<file path="config.mk">
export PLATFORM = sky130hd
export DESIGN_NAME = yuv_to_dithered_palette_index
export DESIGN_NICKNAME = d
export VERILOG_FILES = /design/src/rtl/yuvpal_pkg.sv /design/src/rtl/yuvpal_chroma.sv /design/src/rtl/yuvpal_lane.sv /design/src/rtl/yuv_to_dithered_palette_index.sv
export SDC_FILE = /design/constraint.sdc
export NUM_CORES = 1
export LEC_CHECK = 0
export ABC_CLOCK_PERIOD_IN_PS = 5160
export BUFFER_PORTS_ARGS = -buffer_cell sky130_fd_sc_hd__buf_2
export CAP_MARGIN = 20
export CELL_PAD_IN_SITES_DETAIL_PLACEMENT = 1
export CELL_PAD_IN_SITES_GLOBAL_PLACEMENT = 1
export CORE_UTILIZATION = 50
export DETAILED_ROUTE_END_ITERATION = 10
export GPL_TIMING_DRIVEN = 0
export MAX_ROUTING_LAYER = met4
export PLACE_DENSITY_LB_ADDON = 0.1
export SLEW_MARGIN = 40
export SYNTH_ARGS = -nofsm -noshare
export SYNTH_HDL_FRONTEND = slang
export SYNTH_SLANG_ARGS = --single-unit
</file>
<file path="constraint.sdc">
create_clock -name clk -period 5.16 [get_ports clk]
set_input_delay 0.774 -clock clk [delete_from_list [all_inputs] [get_ports clk]]
set_output_delay 0.774 -clock clk [all_outputs]
set_load 0.01 [all_outputs]
</file>
<file path="src/rtl/yuvpal_pkg.sv">
package yuvpal_pkg;

    // Register map: byte address of each register
    localparam logic ADDR_ROW_BASE = 1'b0;

    // Conversion constants
    localparam logic        [16:0] LUMA_GAIN   = 17'd298;
    localparam logic        [7:0]  LUMA_FLOOR  = 8'd16;
    localparam logic signed [17:0] CR_TO_R     = 18'sd409;
    localparam logic signed [17:0] CB_TO_G     = 18'sd100;
    localparam logic signed [17:0] CR_TO_G     = 18'sd208;
    localparam logic signed [17:0] CB_TO_B     = 18'sd516;
    localparam logic signed [18:0] ROUND_HALF  = 19'sd128;
    localparam logic        [8:0]  CHROMA_ZERO = 9'd128;
    localparam logic        [7:0]  RED_STEP    = 8'd36;
    localparam logic        [7:0]  GREEN_STEP  = 8'd6;

    // Pipeline load enables handed to the lanes
    typedef struct packed {
        logic ld_a;
        logic ld_b;
    } yuvpal_ctl_t;

    // 4x4 ordered-dither threshold matrix
    function automatic logic [3:0] bayer(input logic [1:0] row, input logic [1:0] col);
        logic [3:0] t;
        begin
            unique case ({row, col})
                4'h0: t = 4'd0;   4'h1: t = 4'd8;   4'h2: t = 4'd2;   4'h3: t = 4'd10;
                4'h4: t = 4'd12;  4'h5: t = 4'd4;   4'h6: t = 4'd14;  4'h7: t = 4'd6;
                4'h8: t = 4'd3;   4'h9: t = 4'd11;  4'hA: t = 4'd1;   4'hB: t = 4'd9;
                4'hC: t = 4'd15;  4'hD: t = 4'd7;   4'hE: t = 4'd13;  4'hF: t = 4'd5;
                default: t = 4'd0;
            endcase
            return t;
        end
    endfunction

    // trunc((t-8)*51/16)
    function automatic logic signed [5:0] dither_off(input logic [3:0] t);
        logic signed [5:0] o;
        begin
            unique case (t)
                4'd0:  o = -6'sd25;  4'd1:  o = -6'sd22;  4'd2:  o = -6'sd19;
                4'd3:  o = -6'sd15;  4'd4:  o = -6'sd12;  4'd5:  o = -6'sd9;
                4'd6:  o = -6'sd6;   4'd7:  o = -6'sd3;   4'd8:  o = 6'sd0;
                4'd9:  o = 6'sd3;    4'd10: o = 6'sd6;    4'd11: o = 6'sd9;
                4'd12: o = 6'sd12;   4'd13: o = 6'sd15;   4'd14: o = 6'sd19;
                4'd15: o = 6'sd22;
                default: o = 6'sd0;
            endcase
            return o;
        end
    endfunction

    // floor(sum/256) clipped to 0..255
    function automatic logic [7:0] shift_clip(input logic signed [18:0] sum);
        logic signed [18:0] s;
        logic [7:0]         v;
        begin
            s = sum >>> 8;
            if (s < 0)
                v = 8'd0;
            else if (s > 19'sd255)
                v = 8'd255;
            else
                v = s[7:0];
            return v;
        end
    endfunction

    // Add dither, clamp, quantize to six levels: (v*5+127)/255 via thresholds
    function automatic logic [2:0] dither_level(input logic [7:0] chan, input logic [3:0] t);
        logic signed [9:0] s;
        logic [7:0]        v;
        logic [2:0]        q;
        begin
            s = $signed({2'b00, chan}) + 10'(dither_off(t));
            if (s < 0)
                v = 8'd0;
            else if (s > 10'sd255)
                v = 8'd255;
            else
                v = s[7:0];
            if (v >= 8'd230)      q = 3'd5;
            else if (v >= 8'd179) q = 3'd4;
            else if (v >= 8'd128) q = 3'd3;
            else if (v >= 8'd77)  q = 3'd2;
            else if (v >= 8'd26)  q = 3'd1;
            else                  q = 3'd0;
            return q;
        end
    endfunction

endpackage

</file>
<file path="src/rtl/yuvpal_chroma.sv">
module yuvpal_chroma
    import yuvpal_pkg::*;
(
    input  logic                clk,
    input  logic                ld_a,
    input  logic [7:0]          chroma_blue,
    input  logic [7:0]          chroma_red,
    output logic signed [17:0]  r_term,
    output logic signed [17:0]  g_term,
    output logic signed [17:0]  b_term
);

    logic signed [8:0]  d;
    logic signed [8:0]  e;
    logic signed [17:0] r_term_reg;
    logic signed [17:0] g_term_reg;
    logic signed [17:0] b_term_reg;

    assign d = $signed({1'b0, chroma_blue} - CHROMA_ZERO);
    assign e = $signed({1'b0, chroma_red} - CHROMA_ZERO);

    // shared chroma products, one set per word for both lanes
    always_ff @(posedge clk)
    begin
        if (ld_a)
        begin
            r_term_reg <= CR_TO_R * 18'(e);
            g_term_reg <= -(CB_TO_G * 18'(d)) - (CR_TO_G * 18'(e));
            b_term_reg <= CB_TO_B * 18'(d);
        end
    end

    assign r_term = r_term_reg;
    assign g_term = g_term_reg;
    assign b_term = b_term_reg;

endmodule

</file>
<file path="src/rtl/yuvpal_lane.sv">
module yuvpal_lane
    import yuvpal_pkg::*;
(
    input  logic                clk,
    input  yuvpal_ctl_t         ctl,
    input  logic [7:0]          luma,
    input  logic [3:0]          thr,
    input  logic signed [17:0]  r_term,
    input  logic signed [17:0]  g_term,
    input  logic signed [17:0]  b_term,
    output logic [7:0]          index
);

    logic [7:0]         luma_off;
    logic [16:0]        c_a_reg;
    logic [3:0]         thr_a_reg;
    logic signed [18:0] c_ext;
    logic [7:0]         r_b_reg;
    logic [7:0]         g_b_reg;
    logic [7:0]         b_b_reg;
    logic [3:0]         thr_b_reg;
    logic [2:0]         q_r;
    logic [2:0]         q_g;
    logic [2:0]         q_b;

    // dark luma floors at 16
    assign luma_off = (luma >= LUMA_FLOOR) ? (luma - LUMA_FLOOR) : 8'd0;

    // stage A: luma product
    always_ff @(posedge clk)
    begin
        if (ctl.ld_a)
        begin
            c_a_reg   <= 17'(luma_off) * LUMA_GAIN;
            thr_a_reg <= thr;
        end
    end

    assign c_ext = $signed({2'b00, c_a_reg});

    // stage B: sum, round, shift, clip
    always_ff @(posedge clk)
    begin
        if (ctl.ld_b)
        begin
            r_b_reg   <= shift_clip(c_ext + 19'(r_term) + ROUND_HALF);
            g_b_reg   <= shift_clip(c_ext + 19'(g_term) + ROUND_HALF);
            b_b_reg   <= shift_clip(c_ext + 19'(b_term) + ROUND_HALF);
            thr_b_reg <= thr_a_reg;
        end
    end

    // dither and quantize, registered by the merge stage
    assign q_r   = dither_level(r_b_reg, thr_b_reg);
    assign q_g   = dither_level(g_b_reg, thr_b_reg);
    assign q_b   = dither_level(b_b_reg, thr_b_reg);
    assign index = 8'(q_r) * RED_STEP + 8'(q_g) * GREEN_STEP + 8'(q_b);

endmodule

</file>
<file path="src/rtl/yuv_to_dithered_palette_index.sv">
// Channel  | Handshake                      | Payload
// ---------+--------------------------------+------------------------------------------
// input    | in_valid / in_stall            | luma_first, luma_second, chroma_blue,
//          |                                | chroma_red, has_second, column_phase, out_row
// output   | out_valid / out_stall          | first_index, second_index, second_valid
// config   | psel, penable, pwrite, pready  | paddr, pwdata, prdata (row_base at 0)
//
// One word per clock sustained while out_stall stays low; three register stages (stage A,
// stage B, output register), and out_valid rises once a word reaches the output register.
// Pipeline: chroma/luma products, sum+clip, then dither/quantize into the output register.
// Each stage loads when it is empty or the stage after it moves, so bubbles collapse and
// input is taken while a finished word waits at the output.
// in_stall rises only when all three stages hold words and out_stall is high.
// rst_n (async, active low) empties the pipeline and clears row_base.
module yuv_to_dithered_palette_index
    import yuvpal_pkg::*;
(
    input  logic        clk,
    input  logic        rst_n,
    // input channel
    input  logic        in_valid,
    output logic        in_stall,
    input  logic [7:0]  luma_first,
    input  logic [7:0]  luma_second,
    input  logic [7:0]  chroma_blue,
    input  logic [7:0]  chroma_red,
    input  logic        has_second,
    input  logic [1:0]  column_phase,
    input  logic [1:0]  out_row,
    // output channel
    output logic        out_valid,
    input  logic        out_stall,
    output logic [7:0]  first_index,
    output logic [7:0]  second_index,
    output logic        second_valid,
    // configuration
    input  logic        psel,
    input  logic        penable,
    input  logic        pwrite,
    input  logic        paddr,
    input  logic [31:0] pwdata,
    output logic [31:0] prdata,
    output logic        pready
);

    logic        valid_a_reg;
    logic        valid_a_next;
    logic        valid_b_reg;
    logic        valid_b_next;
    logic        out_valid_reg;
    logic        out_valid_next;
    logic        ready_a;
    logic        ready_b;
    logic        ready_c;
    logic        ld_c;
    yuvpal_ctl_t ctl;

    logic [1:0]  row_base_reg;
    logic [1:0]  row;
    logic [3:0]  thr_first;
    logic [3:0]  thr_second;
    logic        has_a_reg;
    logic        has_b_reg;

    logic signed [17:0] r_term;
    logic signed [17:0] g_term;
    logic signed [17:0] b_term;
    logic [7:0]  idx_first;
    logic [7:0]  idx_second;

    logic [7:0]  first_index_reg;
    logic [7:0]  second_index_reg;
    logic        second_valid_reg;

    // ---------------- configuration ----------------
    assign pready = 1'b1;
    assign prdata = (paddr == ADDR_ROW_BASE) ? {30'd0, row_base_reg} : 32'd0;

    always_ff @(posedge clk or negedge rst_n)
    begin
        if (!rst_n)
            row_base_reg <= 2'd0;
        else if (psel && penable && pwrite && pready && (paddr == ADDR_ROW_BASE))
            row_base_reg <= pwdata[1:0];
    end

    // ---------------- pipeline control ----------------
    assign ready_c = !out_valid_reg || !out_stall;
    assign ready_b = !valid_b_reg || ready_c;
    assign ready_a = !valid_a_reg || ready_b;

    assign ctl.ld_a = ready_a && in_valid;
    assign ctl.ld_b = ready_b && valid_a_reg;
    assign ld_c     = ready_c && valid_b_reg;

    assign valid_a_next   = ready_a ? in_valid    : valid_a_reg;
    assign valid_b_next   = ready_b ? valid_a_reg : valid_b_reg;
    assign out_valid_next = ready_c ? valid_b_reg : out_valid_reg;

    always_ff @(posedge clk or negedge rst_n)
    begin
        if (!rst_n)
        begin
            valid_a_reg   <= 1'b0;
            valid_b_reg   <= 1'b0;
            out_valid_reg <= 1'b0;
        end
        else
        begin
            valid_a_reg   <= valid_a_next;
            valid_b_reg   <= valid_b_next;
            out_valid_reg <= out_valid_next;
        end
    end

    assign in_stall  = !ready_a;
    assign out_valid = out_valid_reg;

    // ---------------- dither thresholds ----------------
    // row offset wraps modulo four; the second pixel sits one column to the right
    assign row        = out_row + row_base_reg;
    assign thr_first  = bayer(row, column_phase);
    assign thr_second = bayer(row, column_phase + 2'd1);

    always_ff @(posedge clk)
    begin
        if (ctl.ld_a)
            has_a_reg <= has_second;
        if (ctl.ld_b)
            has_b_reg <= has_a_reg;
    end

    // ---------------- shared chroma and two pixel lanes ----------------
    yuvpal_chroma u_chroma (
        .clk         (clk),
        .ld_a        (ctl.ld_a),
        .chroma_blue (chroma_blue),
        .chroma_red  (chroma_red),
        .r_term      (r_term),
        .g_term      (g_term),
        .b_term      (b_term)
    );

    yuvpal_lane u_lane_first (
        .clk    (clk),
        .ctl    (ctl),
        .luma   (luma_first),
        .thr    (thr_first),
        .r_term (r_term),
        .g_term (g_term),
        .b_term (b_term),
        .index  (idx_first)
    );

    yuvpal_lane u_lane_second (
        .clk    (clk),
        .ctl    (ctl),
        .luma   (luma_second),
        .thr    (thr_second),
        .r_term (r_term),
        .g_term (g_term),
        .b_term (b_term),
        .index  (idx_second)
    );

    // ---------------- merge / output register ----------------
    // odd-width row tail: second pixel forced to zero and flagged invalid
    always_ff @(posedge clk)
    begin
        if (ld_c)
        begin
            first_index_reg  <= idx_first;
            second_index_reg <= has_b_reg ? idx_second : 8'd0;
            second_valid_reg <= has_b_reg;
        end
    end

    assign first_index  = first_index_reg;
    assign second_index = second_index_reg;
    assign second_valid = second_valid_reg;

endmodule

</file>
-- Yosys cells after proc, flatten, opt, wreduce, memory -nomap -nowiden
Memory sizes are Yosys's and may differ from the RTL's. A register that Yosys moved wholly into a read port is not among the register bits.
Index checks and enable logic that the tools add are counted.
- add/subtract/negate cells: 30
- multiply operators: 10
- magnitude comparators: 56
- multiplexer cells: 57
- bitwise operators: 1
- reductions and logical operators: 14
- operator list (cell ; number):
    $mux W8 ; 20
    $ge A8 B8 Y1 const B ; 18
    $add A18 B18 Y19 ; 6
    $add A19 B9 Y19 const B ; 6
    $mux W3 ; 24
    $gt A11 B9 Y1 const B ; 6
    $lt A11 B1 Y1 const B ; 6
    $ge A8 B5 Y1 const B ; 8
    $add A9 B6 Y10 ; 6
    $gt A10 B9 Y1 const B ; 6
    $lt A10 B1 Y1 const B ; 6
    $ge A8 B7 Y1 const B ; 6
    $mul A8 B8 Y16 const B ; 2
    $mux W4 ; 6
    $mul A10 B9 Y18 const A ; 1
    $neg A18 Y18 ; 1
    $sub A18 B18 Y18 ; 1
    $sub A8 B8 Y9 const B ; 2
    $add A8 B3 Y8 ; 2
    $add A8 B6 Y8 ; 2
    $mul A9 B9 Y16 const A ; 1
    $sub A8 B5 Y8 const B ; 2
    $mul A6 B9 Y15 const A ; 1
    $mul A5 B9 Y14 const A ; 1
    other kinds (10) ; 28
- register bits after elaboration: 164
- bits in read-only memories: 704
- input port bits: 77
- output and inout bits: 52
- logic and storage cells: 198
- memories kept: 8
- memory list (memory ; words ; bits a word ; rd ports ; clocked after memory_dff ; write ports ; line ; source):
    (no name shown) ; 16 ; 6 ; 1 ; 1 ; 0 ; yuvpal_pkg.sv:43 ; unique case (t)
    (no name shown) ; 16 ; 6 ; 1 ; 1 ; 0 ; yuvpal_pkg.sv:43 ;
    (no name shown) ; 16 ; 6 ; 1 ; 1 ; 0 ; yuvpal_pkg.sv:43 ;
    (no name shown) ; 16 ; 6 ; 1 ; 1 ; 0 ; yuvpal_pkg.sv:43 ;
    (no name shown) ; 16 ; 6 ; 1 ; 1 ; 0 ; yuvpal_pkg.sv:43 ;
    (no name shown) ; 16 ; 6 ; 1 ; 1 ; 0 ; yuvpal_pkg.sv:43 ;
    2 more memories ; - ; - ; - ; - ; - ; - ;

-- Depth between registers and ports, before layout
Gate-level depths: netlist of run 1.
- word-level depth: 13
- depth in mapped cells: 23

-- Modules after synthesis
From an unflattened synthesis of run 1, not the netlist that was laid out.
- cells, all modules: 2078
- area, all modules: 20766.2 um^2
- modules (own cells, without submodules) (module ; instances ; cells each ; area each (um^2) ; sequential area each (um^2)):
    yuvpal_lane (u_lane_first) ; 1 ; 739 ; 7095.6 ; 1561.5
    yuvpal_lane (u_lane_second) ; 1 ; 725 ; 6921.6 ; 1561.5
    yuvpal_chroma ; 1 ; 527 ; 5572.8 ; 1471.4
    yuv_to_dithered_palette_index ; 1 ; 87 ; 1176.1 ; 695.7

-- Worst setup path before layout of run 1
Ideal clock, no wire load.
- kind: input port to flip-flop
- start point: in luma_second[5]
- end point: reg u_lane_second.c_a_reg[16] (data pin)
- setup time: 0.271 ns
- arrival: 4.912 ns
- setup slack: -0.023 ns
- stages: 18
- path buffers: 0
- cell sequence: inv_1 -> ha_1 -> nor3b_1 -> a21boi_0 -> nor2_1 -> ha_1 -> ha_1 -> inv_1 -> fa_1 -> fa_1 -> inv_1 -> ha_1 -> a21oi_1 -> o21bai_1 -> a21oi_1 -> o21bai_1 -> a2111oi_0 -> nor3_1
- longest elaborated chain between the ends: 3
- elaborated cells between the ends (all ways): 4
- those cells by class: add/sub (1); mul (1); order compare (1); mux (1)
- RTL lines (item ; line ; source):
    start: declaration ; yuv_to_dithered_palette_index.sv:24 ; input logic [7:0] luma_second,
    $sub A8 B5 Y8 / $ge A8 B5 Y1 (equally long branches) ; yuvpal_lane.sv:27 ; assign luma_off = (luma >= LUMA_FLOOR) ? (luma - LUMA_FLOOR) : 8'd0;
    $mux W8 * ; yuvpal_lane.sv:27 ;
    $mul A8 B8 Y16 * ; yuvpal_lane.sv:34 ; c_a_reg <= 17'(luma_off) * LUMA_GAIN;
    end signal: assignment ; yuvpal_lane.sv:34 ;
    end: declaration ; yuvpal_lane.sv:15 ; logic [16:0] c_a_reg;
Mark *: on every way between the ends. The rest lies on a longest branch, timed or not.
A chain may end at the register's enable or synchronous reset.

-- Final worst setup path of run 1
- start point: in chroma_red[3]
- end point: reg u_chroma.r_term_reg[17] (netlist: u_chroma.r_term[17]) (data pin)
- longest elaborated chain between the ends: 2
- RTL lines (item ; line ; source):
    start: declaration ; yuv_to_dithered_palette_index.sv:26 ; input logic [7:0] chroma_red,
    $sub A8 B8 Y9 ; yuvpal_chroma.sv:20 ; assign e = $signed({1'b0, chroma_red} - CHROMA_ZERO);
    $mul A10 B9 Y18 ; yuvpal_chroma.sv:27 ; r_term_reg <= CR_TO_R * 18'(e);
    end signal: assignment ; yuvpal_chroma.sv:27 ;
    end: declaration ; yuvpal_chroma.sv:15 ; logic signed [17:0] r_term_reg;
No other way between the ends.

==> results of run 1 <==
-- routing by layer --
layer | vias to the layer above | GRT usage, %
li1 | 7551 | -
met1 | 7359 | 27.6
met2 | 158 | 45.5
met3 | 71 | 2.96
met4 | 0 | 7.49
met5 | - | -
-- timing repair --
item / 4_1_cts / 5_1_grt
resized for setup: 6 / 42
pin swaps: 1 / 17
buffers inserted: 1 / 12
endpoints found under the setup margin: 4 / 13
hold buffers: 0 / 0
-- cell type report --
type | count | area (um^2) | area share (%)
Sequential cell | 176 | 5150 | 23.0
Buffer | 39 | 263 | 1.17
Multi-Input combinational cell | 1615 | 14200 | 63.5
Clock inverter | 13 | 195 | 0.872
Tap cell | 525 | 657 | 2.94
Timing Repair Buffer | 84 | 508 | 2.27
Clock buffer | 19 | 453 | 2.02
Inverter | 249 | 941 | 4.20
-- critical path: stages --
cell and delay [ns]:
sky130_fd_sc_hd__buf_2 0.16, sky130_fd_sc_hd__ha_1 0.37, sky130_fd_sc_hd__ha_1 0.29, sky130_fd_sc_hd__inv_1 0.05
sky130_fd_sc_hd__fa_1 0.47, sky130_fd_sc_hd__fa_1 0.53, sky130_fd_sc_hd__inv_1 0.05, sky130_fd_sc_hd__ha_1 0.34
sky130_fd_sc_hd__ha_1 0.31, sky130_fd_sc_hd__a21o_1 0.16, sky130_fd_sc_hd__a21oi_1 0.24, sky130_fd_sc_hd__o21bai_1 0.12
sky130_fd_sc_hd__a211o_1 0.31, sky130_fd_sc_hd__a31oi_1 0.26, sky130_fd_sc_hd__nor2b_1 0.08, sky130_fd_sc_hd__o21a_1 0.18
sky130_fd_sc_hd__o41a_1 0.32, sky130_fd_sc_hd__xor2_1 0.16
-- placed cells by master (no fill, tap or decap), types with 8 or more instances in the layout --
| master | synthesis | layout |
|---|---|---|
| sky130_fd_sc_hd__a211oi_1 | 16 | 15 |
| sky130_fd_sc_hd__nor4_1 | 10 | 9 |
| sky130_fd_sc_hd__o21ai_0 | 56 | 53 |
| sky130_fd_sc_hd__and2_1 | 21 | 20 |
| sky130_fd_sc_hd__a21o_1 | 52 | 52 |
| sky130_fd_sc_hd__or3_1 | 13 | 13 |
| sky130_fd_sc_hd__or2_2 | 12 | 12 |
| sky130_fd_sc_hd__fa_1 | 54 | 53 |
| sky130_fd_sc_hd__nand2b_1 | 24 | 24 |
| sky130_fd_sc_hd__nand3_1 | 25 | 25 |
| sky130_fd_sc_hd__conb_1 | 2 | 31 |
| sky130_fd_sc_hd__a31oi_1 | 19 | 19 |
| sky130_fd_sc_hd__o21bai_1 | 36 | 35 |
| sky130_fd_sc_hd__o31ai_1 | 10 | 9 |
| sky130_fd_sc_hd__nor2_1 | 140 | 140 |
| sky130_fd_sc_hd__and3_1 | 8 | 8 |
| sky130_fd_sc_hd__inv_1 | 249 | 247 |
| sky130_fd_sc_hd__buf_2 | 0 | 67 |
| sky130_fd_sc_hd__a21oi_2 | 2 | 12 |
| sky130_fd_sc_hd__mux2i_1 | 19 | 18 |
| sky130_fd_sc_hd__nand4_1 | 10 | 10 |
| sky130_fd_sc_hd__xor2_1 | 46 | 46 |
| sky130_fd_sc_hd__clkbuf_1 | 8 | 8 |
| sky130_fd_sc_hd__ha_1 | 488 | 485 |
| sky130_fd_sc_hd__clkbuf_16 | 0 | 17 |
| sky130_fd_sc_hd__a21oi_1 | 112 | 102 |
| sky130_fd_sc_hd__nor2b_1 | 27 | 27 |
| sky130_fd_sc_hd__nor3_1 | 45 | 44 |
| sky130_fd_sc_hd__xnor2_1 | 118 | 113 |
| sky130_fd_sc_hd__buf_4 | 31 | 44 |
| sky130_fd_sc_hd__o21a_1 | 64 | 64 |
| sky130_fd_sc_hd__nand2_1 | 52 | 52 |
| sky130_fd_sc_hd__edfxtp_1 | 159 | 159 |
-- cells by family (layout without fill, tap and decap cells) --
group           after synthesis  after routing
flops                       176            176
other cells                   2             31
compound gates              443            443
mux                          23             23
xor+xnor                    166            166
buf+inv                     288            404
fa+ha+maj                   542            542
simple gates                410            410
-- worst min-delay path by stage --
| stage | slack, ns | end | from |
|---|---|---|---|
| 2_1_floorplan | 0.40 | has_b_reg | has_a_reg |
| 3_3_place_gp | 0.42 | has_b_reg | has_a_reg |
| 3_5_place_dp | 0.41 | has_b_reg | has_a_reg |
| 4_1_cts | 0.11 | valid_b_reg | rst_n |
| 5_1_grt | 0.11 | row_base_reg[1] | rst_n |
| 6_report | 0.12 | valid_b_reg | rst_n |
-- metrics by stage --
step / hold slack [ns] / cell area [um^2] / util (%) / worst slack (ns)
finish: 0.123 / 22400 / 56.2 / 0.185
CTS: 0.105 / 22100 / 55.6 / -0.0165
floorplan: 0.400 / 20400 / - / 0.0691
global placement: 0.419 / 21400 / 53.6 / -0.488
detailed placement: 0.414 / 21400 / 53.9 / -0.658
global route: 0.107 / 22400 / 56.2 / -0.0749
==> flow_summary.json, run 1 <==
{
  "drt_iter0_markers": 496,
  "tritoncts": "built",
  "startpoint_type": "input port",
  "starting_utilization_of_the_core_area_pct": 50.9,
  "postSynthCellCount": 2050,
  "antenna_violating_nets_post_route": 0,
  "report.final.setup_viol": 0,
  "route.detailed.vias_per_inst": 5.57,
  "max-slew-margin-rel_pct": 56.9,
  "ys_top_cells_by_area": "sky130_fd_sc_hd__ha_1 (30%), sky130_fd_sc_hd__edfxtp_1 (24%), sky130_fd_sc_hd__fa_1 (5.3%)",
  "clk-insertion-delay-late_ns": 0.47,
  "yosys-mux-area-fraction_pct": 1.16,
  "highest_signal_layer_in_the_routed_design": "met4",
  "detailedPlacementHpwl_mm": 40.6,
  "yosysTopAreaCell": "sky130_fd_sc_hd__ha_1",
  "timing.final.crit_period_ns": 4.97,
  "fin_nets": 2801,
  "timing.final.max_slew_violations": 0,
  "setup.worst_path.start": "chroma_red[3]",
  "timing.setup.critical_path_class": "in -> reg",
  "avgRoutedWirePerCell_um": 17.9,
  "track_usage_pct": 24.7,
  "syn_to_final_growth_pct": 10.5,
  "detailroute.wirelength.met2_mm": 25.7,
  "antenna_violations_before_repair": 0,
  "synth_flop_cell": "sky130_fd_sc_hd__edfxtp_1",
  "largest_register_ff_count": 17,
  "ctsHtreeMaxLevel": 4,
  "cts_inserted_buffers": 17,
  "die_h_um": 203,
  "setup.reg_to_reg.worst_slack_ns": 0.20,
  "floorplan.die_area_mm2": 0.0413,
  "crit_arrival_ns": 5.18,
  "finalWeightedCongestion": 0.865,
  "drive_above_1_share_pct": 9.93,
  "instances_no_fill": 2720,
  "synth-xor-area-share_pct": 7.28,
  "route.met3.wl_um": 754,
  "finalCritPeriodShare_pct": 96.4,
  "port_buffers": 67,
  "dpl.cell_count": 2675,
  "synth_top_family_by_area": "adder cells",
  "synth.yosys.seq_area_share_pct": 25.4,
  "sum_of_overflow_across_all_layers_after_global_routing": 0,
  "n_antenna_cell": 0,
  "crit-reg2reg-capture": "second_index[7]",
  "via_count_of_the_first_global_routing_pass": 16100,
  "clock_skew_ns": 0.0169,
  "number_of_cells_on_the_worst_reg_to_reg_path": 21,
  "clock_tree.buffer_depth": 2,
  "wl_met1_mm": 21.0,
  "n_fill_cell": 4495,
  "syn_avg_cell_area_um2": 9.88,
  "clock-root-buffer": "sky130_fd_sc_hd__clkbuf_16",
  "critical_path_peak_fanout": 6,
  "endpoint": "u_chroma.r_term[17]",
  "async_flop_share_pct": 2.84,
  "timing.setup.tns_ns": 0,
  "core_region_mm2": 0.0398,
  "drc": 0,
  "synth_top_cells_by_count": "sky130_fd_sc_hd__ha_1 (488), sky130_fd_sc_hd__inv_1 (249), sky130_fd_sc_hd__edfxtp_1 (159)",
  "number_of_unique_standard_cell_types_used_by_synthesis": 76,
  "yosysMostFrequentCell": "sky130_fd_sc_hd__ha_1",
  "finalHoldViolCount": 0,
  "mappedNetlistArea_mm2": 0.0203,
  "max_slew.worst_pin.slew_ns": 0.629,
  "drt_pass1_iterations": 4,
  "routed_wirelength_mm": 48.7,
  "grt_pass1_wl_mm": 78.8,
  "grt_max_degree": 49,
  "synth_adder_area_share_pct": 35.5,
  "via_count": 15100,
  "synthSimpleGateAreaFrac_pct": 10.1,
  "worst_setup_path_end_kind": "register",
  "dieWidth_um": 203,
  "synth-warning-count": 0,
  "cts_num_sinks": 176,
  "rows": 73,
  "maxCapViolations": 0,
  "post-synth-top-area-fraction_pct": 30.1,
  "worst_setup_hold_path_clk_slew_ns": 0.07,
  "ys_ff_latch": 176,
  "worstPathRequired_ns": 5.37,
  "outcome": "complete, no violations",
  "synth_enable_flop_cells": 159,
  "fmaxAchievable_ghz": 0.201,
  "ios": 129,
  "compound_gate_fraction_of_synth_area_pct": 14.7,
  "worstHoldPathType": "in -> async"
}
Power of run 1 is left out: the tool's default activity adds up to more than one toggle a clock period on the data nets, which glitch-free logic cannot reach.
==> run 2, diff against run 1 <==
--- a/config.mk
+++ b/config.mk
@@ -18,4 +18,5 @@
 export SLEW_MARGIN = 40
 export SYNTH_ARGS = -nofsm -noshare
 export SYNTH_HDL_FRONTEND = slang
+export SYNTH_HIERARCHICAL = 1
 export SYNTH_SLANG_ARGS = --single-unit
==> flow_summary.json, run 2 <==
{
  "antenna_violating_nets_post_route": 0,
  "maxCapViolations": 0,
  "detailedPlacementHpwl_mm": 41.6,
  "max-slew-margin-rel_pct": 47.2,
  "worst_setup_hold_path_clk_slew_ns": 0.07,
  "postSynthCellCount": 2075,
  "finalCritPeriodShare_pct": 97.5,
  "grt_pass1_wl_mm": 79.6,
  "syn_to_final_growth_pct": 9.46,
  "track_usage_pct": 24.5,
  "die_h_um": 206,
  "timing.final.crit_period_ns": 5.03,
  "cpMostUsedCell": "sky130_fd_sc_hd__ha_1",
  "drc": 0,
  "fin_nets": 2827,
  "fin_ws_ns": 0.127,
  "dieWidth_um": 206,
  "endpoint": "u_chroma/g_term[17]",
  "port_buffers": 67,
  "tritoncts": "built",
  "critical_path_peak_fanout": 5,
  "worst_setup_path_end_kind": "register",
  "drive_above_1_share_pct": 10.6,
  "clock_skew_ns": 0.0144,
  "clock_tree.buffer_depth": 2,
  "cts.hold.buffers_added": 0,
  "grt_max_degree": 49,
  "report.final.setup_viol": 0,
  "max_slew.worst_pin.slew_ns": 0.786,
  "via_count": 15300,
  "drt_pass1_iterations": 5,
  "clock-root-buffer": "sky130_fd_sc_hd__clkbuf_16",
  "finalWeightedCongestion": 0.852,
  "mostFrequentLayoutCells": "sky130_fd_sc_hd__ha_1 (495), sky130_fd_sc_hd__inv_1 (230), sky130_fd_sc_hd__edfxtp_1 (163)",
  "timing.setup.critical_path_class": "in -> reg",
  "cts_inserted_buffers": 17,
  "n_fill_cell": 4631,
  "mappedNetlistArea_mm2": 0.0207,
  "via_count_of_the_first_global_routing_pass": 16200,
  "ctsHtreeMaxLevel": 4,
  "gr-usage-met2_pct": 45.2,
  "outcome": "complete, no violations",
  "grtUsageMet3_pct": 2.96,
  "avgRoutedWirePerCell_um": 17.7,
  "largest_register_ff_count": 17,
  "globalRoute.busiestLayer": "met2",
  "clk-insertion-delay-late_ns": 0.45,
  "crit-reg2reg-capture": "first_index[7]",
  "final_common_cell": "sky130_fd_sc_hd__ha_1",
  "cts_num_sinks": 180,
  "synth-warning-count": 6,
  "routed_wirelength_mm": 48.6,
  "worstPathRequired_ns": 5.33,
  "finalHoldViolCount": 0,
  "fmaxAchievable_ghz": 0.199,
  "met1_use_gr_pct": 27.1,
  "critical_path.max_stage_delay_ns": 0.49,
  "floorplan.die_area_mm2": 0.0423,
  "setup.reg_to_reg.worst_slack_ns": 0.31,
  "rows": 74,
  "starting_utilization_of_the_core_area_pct": 50.7,
  "sum_of_overflow_across_all_layers_after_global_routing": 0,
  "timing.final.max_slew_violations": 0,
  "n_antenna_cell": 0,
  "drt_iter0_markers": 483,
  "pre_cts_ws_ns": -0.435,
  "rsz0062_at_grt": "yes",
  "ios": 129,
  "critical_path.cell_chain": "buf_2 > ha_1 > inv_1 > fa_1 > inv_1 > ha_1 > ha_1 > a21oi_1 > o21ai_1 > o31ai_2 > nand2b_1 > a21o_1 > xnor2_1 > ha_1 > ha_2 > a21o_1 > a21o_1 > a21oi_1 > o21ai_0 > a21oi_1 > xnor2_1 > xnor2_2",
  "setup.worst_path.start": "chroma_blue[3]",
  "timing.critical_path.slowest_stage_cell": "sky130_fd_sc_hd__fa_1",
  "startpoint_type": "input port",
  "crit_arrival_ns": 5.21,
  "core_region_mm2": 0.0408,
  "syn_avg_cell_area_um2": 9.99,
  "antenna_violations_before_repair": 0,
  "worstHoldPathType": "in -> async",
  "number_of_cells_on_the_worst_reg_to_reg_path": 20,
  "route.detailed.vias_per_inst": 5.58
}
[run 2: how the worst min path moves through the flow]
stage,from,endpoint,slack [ns],cells past startpoint
finish,rst_n,row_base_reg[1],0.12,1
global route,rst_n,row_base_reg[1],0.11,1
CTS,rst_n,row_base_reg[0],0.10,1
detailed placement,has_a_reg,has_b_reg,0.43,0
global placement,has_a_reg,has_b_reg,0.42,0
floorplan,has_a_reg,has_b_reg,0.40,0
[run 2: layer usage]
layer	vias to the layer above	wire length (um)
li1	7655	-
met1	7447	21000
met2	147	25300
met3	63	978
met4	0	1380
met5	-	0
[run 2: area by class of cell]
cell class                 count  area, um^2  area share [%]
sequential                   180        5270            23.2
clock buffer                  19         443            1.95
multi-input combinational   1654       14600            64.2
timing repair buffer          75         440            1.94
inverter                     231         871            3.84
buffer                        40         279            1.23
tap                          532         666            2.93
clock inverter                13         149           0.656
[run 2: critical path: cells and delay by family]
family                   cells  cell delay (ns)
adder cells (fa/ha/maj)      6             2.05
AO/OA/AOI/OAI                9             1.57
XOR/XNOR                     3             0.47
buffers and inverters        3             0.25
AND/OR/NAND/NOR              1             0.10
[run 2: timing repair]
item                                    in CTS  in global routing
buffers inserted                             0                  4
hold endpoints to repair                     0                  0
endpoints found under the setup margin       3                  7
pin swaps                                    0                  3
gates cloned                                 0                  0
gates resized for setup                      5                 21
[run 2: metrics by stage]
step / utilization [%] / TNS, ns / hold slack (ns) / cells / area, um^2
6_report: 55.5 / 0 / 0.124 / 2744 / 22700
5_1_grt: 55.5 / -0.133 / 0.106 / 2744 / 22700
4_1_cts: 55.2 / 0 / 0.103 / 2740 / 22500
3_5_place_dp: 53.7 / -0.965 / 0.432 / 2708 / 21900
3_3_place_gp: 53.5 / -0.619 / 0.420 / 2704 / 21800
2_1_floorplan: - / 0 / 0.400 / 2105 / 20800
Power of run 2 is left out for the same reason.
